`src/rtl/newreno_congestion_window_macros.svh`:
```
// Assertion macros shared by the congestion window RTL.
`ifndef NEWRENO_CONGESTION_WINDOW_MACROS_SVH
`define NEWRENO_CONGESTION_WINDOW_MACROS_SVH
`ifndef SYNTHESIS
`define NRCW_ASSERT_NOW(label, clk, rst, cond) \
  label: assert property (@(posedge clk) disable iff (rst) (cond)) \
    else $error("nrcw: same-cycle check failed");
`define NRCW_ASSERT_NEXT(label, clk, rst, ante, cons) \
  label: assert property (@(posedge clk) disable iff (rst) (ante) |=> (cons)) \
    else $error("nrcw: next-cycle check failed");
`else
`define NRCW_ASSERT_NOW(label, clk, rst, cond)
`define NRCW_ASSERT_NEXT(label, clk, rst, ante, cons)
`endif
`endif

```
`src/rtl/nrcw_pkg.sv`:
```
package nrcw_pkg;

  localparam int WIN_W        = 32;
  localparam int MDS_W        = 16;
  localparam int TIME_FIELD_W = 48;
  localparam int PROD_W       = MDS_W + WIN_W;

  localparam logic [WIN_W-1:0] WIN_MAX          = '1;
  localparam logic [MDS_W-1:0] MDS_RESET        = 16'd1200;
  localparam logic [WIN_W-1:0] INIT_WIN_RESET   = 32'd12000;
  localparam logic [WIN_W-1:0] MIN_WIN_RESET    = 32'd2400;

  typedef enum logic [1:0] {
    CMD_ACK       = 2'd0,
    CMD_LOSS      = 2'd1,
    CMD_WIN_RESET = 2'd2,
    CMD_REINIT    = 2'd3
  } cmd_t;

  typedef enum logic [1:0] {
    REG_MAX_DATAGRAM = 2'd0,
    REG_INIT_WINDOW  = 2'd1,
    REG_MIN_WINDOW   = 2'd2
  } reg_idx_t;

  typedef struct packed {
    logic busy;
    logic done;
  } div_status_t;

endpackage

```
`src/rtl/nrcw_divider.sv`:
```
module nrcw_divider (
  input  logic                          clk,
  input  logic                          rst,
  input  logic                          start,
  input  logic [nrcw_pkg::PROD_W-1:0]   dividend,
  input  logic [nrcw_pkg::WIN_W-1:0]    divisor,
  output logic [nrcw_pkg::PROD_W-1:0]   quotient,
  output nrcw_pkg::div_status_t         status
);

  localparam int CNT_W = $clog2(nrcw_pkg::PROD_W + 1);

  logic [nrcw_pkg::WIN_W-1:0]  rem;
  logic [nrcw_pkg::WIN_W:0]    rem_sh;
  logic [nrcw_pkg::WIN_W:0]    rem_next;
  logic                        fits;
  logic [nrcw_pkg::PROD_W-1:0] quo;
  logic [nrcw_pkg::WIN_W-1:0]  dvsr;
  logic [CNT_W-1:0]            cnt;
  logic                        busy;
  logic                        done;

  // One restoring step: bring in the next dividend bit and try the subtract.
  always_comb begin
    rem_sh   = {rem, quo[nrcw_pkg::PROD_W-1]};
    fits     = rem_sh >= {1'b0, dvsr};
    rem_next = fits ? (rem_sh - {1'b0, dvsr}) : rem_sh;
  end

  always_ff @(posedge clk) begin
    if (rst) begin
      busy <= 1'b0;
      done <= 1'b0;
    end else begin
      done <= 1'b0;
      if (start) begin
        busy <= 1'b1;
      end else if (busy && cnt == CNT_W'(1)) begin
        busy <= 1'b0;
        done <= 1'b1;
      end
    end
  end

  always_ff @(posedge clk) begin
    if (start) begin
      rem  <= '0;
      quo  <= dividend;
      dvsr <= divisor;
      cnt  <= CNT_W'(nrcw_pkg::PROD_W);
    end else if (busy) begin
      rem  <= rem_next[nrcw_pkg::WIN_W-1:0];
      quo  <= {quo[nrcw_pkg::PROD_W-2:0], fits};
      cnt  <= cnt - CNT_W'(1);
    end
  end

  assign quotient    = quo;
  assign status.busy = busy;
  assign status.done = done;

endmodule

```
`src/rtl/newreno_congestion_window.sv`:
```
// NewReno congestion window for one connection.
// Events enter on the s_axis channel: tuser carries the command (ack, loss,
// window reset, reinitialise) and tdata the send stamp, current time and
// acked byte count. Every event yields exactly one result on m_axis with the
// window, the slow-start threshold, the slow-start flag and the start time of
// the current recovery epoch.
// The cfg channel writes the datagram size, initial window and minimum
// window; it is always ready and is meant to be used between events.
// An event passes from transfer through S_EXEC and S_WB to the output
// register, except an ack in congestion avoidance, which runs a bit-serial
// 48-by-32 divider (one quotient bit a cycle) in S_DSTART and S_DIV before
// S_WB. One event is in flight at a time; s_axis_tready is high only while
// the sequencer is idle, so no event is taken before the last has left S_WB.
// The result sits in an output register, so the next event may be taken while
// it waits. If the receiver stalls, the sequencer holds the following result
// until the register is free.
// Synchronous reset restores the registers to their defaults, reloads the
// window with the default initial window and drops the output valid.
module newreno_congestion_window #(
  parameter int TIME_BITS = 48
) (
  input  logic         clk,
  input  logic         rst,
  input  logic         s_axis_tvalid,
  output logic         s_axis_tready,
  // [47:0] send_stamp, [95:48] now, [127:96] acked_bytes
  input  logic [127:0] s_axis_tdata,
  // [1:0] cmd
  input  logic [1:0]   s_axis_tuser,
  output logic         m_axis_tvalid,
  input  logic         m_axis_tready,
  // [31:0] window, [63:32] threshold, [64] slow_start,
  // [112:65] recovery_began, [119:113] zero
  output logic [119:0] m_axis_tdata,
  input  logic         cfg_valid,
  output logic         cfg_ready,
  input  logic [1:0]   cfg_index,
  input  logic [31:0]  cfg_data
);

  localparam int TW = (TIME_BITS < nrcw_pkg::TIME_FIELD_W) ?
                      TIME_BITS : nrcw_pkg::TIME_FIELD_W;

  typedef enum logic [4:0] {
    S_IDLE   = 5'b00001,
    S_EXEC   = 5'b00010,
    S_DSTART = 5'b00100,
    S_DIV    = 5'b01000,
    S_WB     = 5'b10000
  } state_t;

  state_t state;

  logic [nrcw_pkg::MDS_W-1:0]  max_datagram;
  logic [nrcw_pkg::WIN_W-1:0]  init_window;
  logic [nrcw_pkg::WIN_W-1:0]  min_window;

  logic [nrcw_pkg::WIN_W-1:0]  cwnd;
  logic [nrcw_pkg::WIN_W-1:0]  ssthresh;
  logic [TW-1:0]               rec_start;

  nrcw_pkg::cmd_t              ev_cmd;
  logic [TW-1:0]               ev_sent;
  logic [TW-1:0]               ev_now;
  logic [nrcw_pkg::WIN_W-1:0]  ev_acked;

  logic [nrcw_pkg::PROD_W-1:0] prod;
  logic [nrcw_pkg::PROD_W-1:0] quotient;
  nrcw_pkg::div_status_t       div_st;

  logic                        in_recovery;
  logic [nrcw_pkg::WIN_W:0]    ss_sum;
  logic [nrcw_pkg::PROD_W:0]   ca_sum;
  logic [nrcw_pkg::WIN_W-1:0]  half;
  logic [nrcw_pkg::WIN_W-1:0]  loss_win;
  logic                        out_free;

  assign cfg_ready     = 1'b1;
  assign s_axis_tready = (state == S_IDLE);
  assign out_free      = !m_axis_tvalid || m_axis_tready;

  always_comb begin
    in_recovery = ev_sent <= rec_start;
    ss_sum      = {1'b0, cwnd} + {1'b0, ev_acked};
    ca_sum      = (nrcw_pkg::PROD_W + 1)'(cwnd) + {1'b0, quotient};
    half        = cwnd >> 1;
    loss_win    = (half > min_window) ? half : min_window;
  end

  nrcw_divider u_div (
    .clk      (clk),
    .rst      (rst),
    .start    (state == S_DSTART),
    .dividend (prod),
    .divisor  (cwnd),
    .quotient (quotient),
    .status   (div_st)
  );

  always_ff @(posedge clk) begin
    if (rst) begin
      max_datagram <= nrcw_pkg::MDS_RESET;
      init_window  <= nrcw_pkg::INIT_WIN_RESET;
      min_window   <= nrcw_pkg::MIN_WIN_RESET;
    end else if (cfg_valid) begin
      case (cfg_index)
        nrcw_pkg::REG_MAX_DATAGRAM: max_datagram <= cfg_data[nrcw_pkg::MDS_W-1:0];
        nrcw_pkg::REG_INIT_WINDOW:  init_window  <= cfg_data;
        nrcw_pkg::REG_MIN_WINDOW:   min_window   <= cfg_data;
        default: ;
      endcase
    end
  end

  always_ff @(posedge clk) begin
    if (s_axis_tvalid && s_axis_tready) begin
      ev_cmd   <= nrcw_pkg::cmd_t'(s_axis_tuser);
      ev_sent  <= s_axis_tdata[TW-1:0];
      ev_now   <= s_axis_tdata[nrcw_pkg::TIME_FIELD_W +: TW];
      ev_acked <= s_axis_tdata[127:96];
    end
  end

  always_ff @(posedge clk) begin
    if (rst) begin
      state         <= S_IDLE;
      cwnd          <= nrcw_pkg::INIT_WIN_RESET;
      ssthresh      <= nrcw_pkg::WIN_MAX;
      rec_start     <= '0;
      m_axis_tvalid <= 1'b0;
    end else begin
      if (state == S_WB && out_free) begin
        m_axis_tvalid <= 1'b1;
      end else if (m_axis_tready) begin
        m_axis_tvalid <= 1'b0;
      end
      case (state)
        S_IDLE: begin
          if (s_axis_tvalid) begin
            state <= S_EXEC;
          end
        end
        S_EXEC: begin
          case (ev_cmd)
            nrcw_pkg::CMD_ACK: begin
              if (!in_recovery && cwnd >= ssthresh && cwnd != '0) begin
                prod  <= nrcw_pkg::PROD_W'(max_datagram) * nrcw_pkg::PROD_W'(ev_acked);
                state <= S_DSTART;
              end else begin
                state <= S_WB;
                if (!in_recovery && cwnd < ssthresh) begin
                  cwnd <= ss_sum[nrcw_pkg::WIN_W] ? nrcw_pkg::WIN_MAX :
                          ss_sum[nrcw_pkg::WIN_W-1:0];
                end
              end
            end
            nrcw_pkg::CMD_LOSS: begin
              state <= S_WB;
              if (!in_recovery) begin
                rec_start <= ev_now;
                cwnd      <= loss_win;
                ssthresh  <= loss_win;
              end
            end
            nrcw_pkg::CMD_WIN_RESET: begin
              state <= S_WB;
              cwnd  <= min_window;
            end
            nrcw_pkg::CMD_REINIT: begin
              state     <= S_WB;
              cwnd      <= init_window;
              ssthresh  <= nrcw_pkg::WIN_MAX;
              rec_start <= '0;
            end
            default: state <= S_WB;
          endcase
        end
        S_DSTART: state <= S_DIV;
        S_DIV: begin
          if (div_st.done) begin
            // Growth saturates at the largest window.
            cwnd  <= (|ca_sum[nrcw_pkg::PROD_W:nrcw_pkg::WIN_W]) ? nrcw_pkg::WIN_MAX :
                     ca_sum[nrcw_pkg::WIN_W-1:0];
            state <= S_WB;
          end
        end
        S_WB: begin
          if (out_free) begin
            state <= S_IDLE;
          end
        end
        default: state <= S_IDLE;
      endcase
    end
  end

  always_ff @(posedge clk) begin
    if (state == S_WB && out_free) begin
      m_axis_tdata <= {7'd0, nrcw_pkg::TIME_FIELD_W'(rec_start), cwnd < ssthresh,
                       ssthresh, cwnd};
    end
  end

  `include "newreno_congestion_window_macros.svh"

  `NRCW_ASSERT_NOW(a_done_in_div, clk, rst, !div_st.done || state == S_DIV)
  `NRCW_ASSERT_NOW(a_div_idle_at_start, clk, rst, state != S_DSTART || !div_st.busy)
  `NRCW_ASSERT_NEXT(a_div_to_wb, clk, rst, state == S_DIV && div_st.done, state == S_WB)
  `NRCW_ASSERT_NEXT(a_wb_shows, clk, rst, state == S_WB && out_free, m_axis_tvalid)
  `NRCW_ASSERT_NOW(a_flag_matches, clk, rst,
                   !m_axis_tvalid || m_axis_tdata[64] == (m_axis_tdata[31:0] < m_axis_tdata[63:32]))

endmodule
```
`config.mk`:
```
export PLATFORM = sky130hd
export DESIGN_NAME = newreno_congestion_window
export DESIGN_NICKNAME = d
export VERILOG_FILES = /design/src/rtl/nrcw_pkg.sv /design/src/rtl/nrcw_divider.sv /design/src/rtl/newreno_congestion_window.sv
export VERILOG_INCLUDE_DIRS = /design/src /design/src/rtl
export SDC_FILE = /design/constraint.sdc
export NUM_CORES = 2
export LEC_CHECK = 0
export ABC_AREA = 1
export BUFFER_PORTS_ARGS = -buffer_cell sky130_fd_sc_hd__buf_2
export CAP_MARGIN = 10
export CORE_ASPECT_RATIO = 1.4
export CORE_MARGIN = 5
export CORE_UTILIZATION = 65
export CTS_CLUSTER_SIZE = 20
export DETAILED_ROUTE_END_ITERATION = 7
export GPL_TIMING_DRIVEN = 0
export PLACE_DENSITY = 0.9
export SLEW_MARGIN = 20
export SYNTH_ARGS = -nofsm -noshare
export SYNTH_HDL_FRONTEND = slang
export SYNTH_SLANG_ARGS = --single-unit
```
`constraint.sdc`:
```
create_clock -name clk -period 14.9 [get_ports clk]
set_input_delay 4.47 -clock clk [delete_from_list [all_inputs] [get_ports clk]]
set_output_delay 4.47 -clock clk [all_outputs]
set_load 0.05 [all_outputs]
```
==> impl_metrics.py <==
metrics = {
    "routing": {
        "drt_iter0_drc": 4788,
        "drc": 19,
        "ant_nets": 0,
        "dr.pass1.iters": 8,
        "routed_wl_um": 190700,
        "routedWlPerCell_um": 25.26,
        "avgViaCountPerCell": 6.043,
        "num_vias": 45630,
    },
    "yosys": {
        "synth.distinct_cells": 53,
        "yosysSeqAreaShare_pct": 32.18,
        "syn-cell-area_um2": 49420,
        "ys_seq_elements": 609,
        "yosys.area.top_type": "edfxtp_1",
        "yosys_warnings": 0,
        "synth.most_common_cell": "nand2_1",
        "ys_async_sr_fraction_pct": 0,
        "synth_edf_count": 371,
        "syn_avg_cell_area_um2": 8.040,
        "synth_commonest_cells": "nand2_1, inv_1, fa_1, edfxtp_1, a21oi_1",
        "synthTopCellsByArea": "edfxtp_1, fa_1, nand2_1, dfxtp_1, inv_1",
        "synth_cells": 6147,
        "synth_top_cell_area_share_pct": 22.54,
        "synth_ff_type": "edfxtp_1",
    },
    "place": {
        "placed_area_um2": 52380,
        "place_congestion": 1.086,
        "dpl.cell_count": 7416,
        "dp_hpwl_um": 146800,
        "portBuffers": 282,
    },
    "sta": {
        "drv_slew": 0,
        "finalCritPeriodShare_pct": 53.37,
        "fin_skew_ns": 0.03949,
        "setup_viol": 0,
        "slew_headroom_pct": 23.68,
        "rsz0062_at_grt": "no",
        "hold_viol": 0,
        "fin_crit_ns": 7.952,
        "setup_tns_ns": 0,
        "tightest_slew_ns": 1.145,
        "fmax_mhz": 125.8,
    },
    "setup_path": {
        "r2r-end": "prod[47]",
        "worst_r2r_path_depth": 24,
        "endpoint_kind": "flip-flop",
        "cp.arrival_ns": 8.34,
        "timing.rr.start": "max_datagram[3]",
        "startpoint": "max_datagram[3]",
        "cp.required_ns": 15.29,
        "cp-start-kind": "flip-flop",
        "r2r_setup_slack_ns": 6.95,
        "criticalPathCategory": "flip-flop to flip-flop",
        "critPathMaxFanout": 10,
        "crit_end": "prod[47]",
    },
    "cts": {
        "ctsResizeCount": 0,
        "clock_sinks": 609,
        "cts-root-buf": "clkbuf_16",
        "cts_buffers": 59,
        "path_clk_slew_ns": 0.07,
        "htreeDepth": 2,
        "clock_latency_ns": 0.67,
        "cts_tree": "built",
        "clk_path_buf_depth": 3,
        "post_cts_buffers": 0,
        "holdBufCountCts": 0,
    },
    "power_and_ir_drop": {
        "p_total_mw": 8.939,
        "worst_ir_drop_vdd_mv": 0.2940,
        "power.leakage_nw": 26.84,
        "power_density_nw_per_um2": 164.0,
    },
    "finish": {
        "final_cells": 7551,
        "areaGrowthSynthToFinish_pct": 10.30,
        "drive_above_1_share_pct": 7.838,
        "nNetsFinal": 7428,
        "fin_area_um2": 54510,
        "final_core_util_pct": 72.36,
    },
    "floorplanning": {
        "num_io_pins": 292,
        "num_rows": 119,
        "core_area_um2": 75340,
        "die_w_um": 243.0,
        "die_h_um": 336.3,
        "start_util_pct": 65.60,
        "die-area_um2": 81730,
    },
    "flow_run": {
        "max-cap-violations": 0,
    },
    "global_route": {
        "antenna_found_initial": 17,
        "grt_pass1_wl_um": 280200,
        "grt-ovfl-total": 0,
        "grt_max_degree": 39,
        "grt_pass1_vias": 46320,
        "track_usage_pct": 45.68,
    },
    "status": {
        "failed_checks": "design-rule violations",
        "status": "complete, but fails checks",
    },
    "hold_path": {
        "min_path_cells": 0,
        "worstHoldStart": "ssthresh[31]",
        "hp-class": "flip-flop to flip-flop",
    },
}
## critical path, cell delays in order, from the launching register on
cell and delay, ns:
dfxtp_1 0.31, clkbuf_1 0.66, clkbuf_1 0.73, nand2_1 0.23
fa_1 0.61, inv_1 0.06, fa_1 0.49, inv_1 0.05
fa_1 0.54, inv_1 0.06, fa_1 0.46, fa_1 0.55
inv_1 0.05, fa_1 0.65, inv_1 0.07, ha_1 0.41
a21oi_1 0.18, inv_1 0.10, nor2_1 0.34, nand2_1 0.09
a21oi_1 0.40, o21bai_1 0.23, nand3_1 0.12, nand3_1 0.09
xor2_1 0.16
## kinds of logic after synthesis
logic type | share of synthesized area [%]
simple gates | 19.33
buf+inv | 11.93
compound gates | 9.008
fa+ha+maj | 25.38
flops | 32.18
xor+xnor | 2.144
other cells | 0.01520
## through the flow
stage          setup WS, ns  hold WS [ns]
2_1_floorplan         4.398        0.4082
3_3_place_gp          1.412        0.4108
3_5_place_dp          7.340        0.4147
4_1_cts               7.311        0.4268
5_1_grt               6.922        0.4338
6_report              6.948        0.4302
## state kept, by name, indices dropped and copies added (netlist names)
name and count:
m_axis_tdata 113, ev_now 48, ev_sent 48, prod 48, rec_start 48, u_div.quotient 48
cwnd 32, ev_acked 32, init_window 32, min_window 32, ssthresh 32, u_div.dvsr 32
u_div.rem 32, max_datagram 16, u_div.cnt 6, state 5, ev_cmd 2, m_axis_tvalid 1
u_div.busy 1, u_div.done 1
## report_power, final
part | internal, mW | switching [mW]
Sequential | 2.02 | 0.0579
Combinational | 1.73 | 3.50
Clock | 0.893 | 0.740
Total | 4.64 | 4.30
## cells in the final DEF, fill, tap and decap left out, types with 30 or more instances in the layout
cell type and n:
buf_2 304, inv_1 1260, o21ai_0 261, nand2_1 1576, xor2_1 63, edfxtp_1 371
nor2_1 325, a21oi_1 331, nand4_1 56, fa_1 421, xnor2_1 58, clkbuf_16 59
ha_1 329, o211ai_1 46, nor3_1 30, nand3_1 241, a211oi_1 49, clkbuf_1 215
dfxtp_1 238
## worst min-delay path by stage
stage	end
final	m_axis_tdata[63]
after detailed placement	m_axis_tdata[108]
after global routing	m_axis_tdata[39]
after CTS	m_axis_tdata[39]
after floorplan	m_axis_tdata[100]
after global placement	m_axis_tdata[40]
## cell type report
| class | count | area [um2] |
|---|---|---|
| fill | 5747 | 20830 |
| clock buffer | 65 | 1529 |
| antenna | 25 | 62.56 |
| inverter | 1281 | 4808 |
| sequential | 609 | 15910 |
| multi-input combinational | 4005 | 27670 |
| timing repair buffer | 295 | 1697 |
| buffer | 258 | 1091 |
| clock inverter | 45 | 541.8 |
| tap | 968 | 1211 |
## metal layers
metal | wire length, um | up-vias | GRT usage [%]
met5 | 18 | - | 0
met4 | 25360 | 2 | 45.52
met3 | 18760 | 1240 | 10.11
met2 | 89460 | 3277 | 77.18
met1 | 57110 | 21150 | 45.75
li1 | - | 19960 | -
Note: power is estimated with default switching activity, not from simulation.
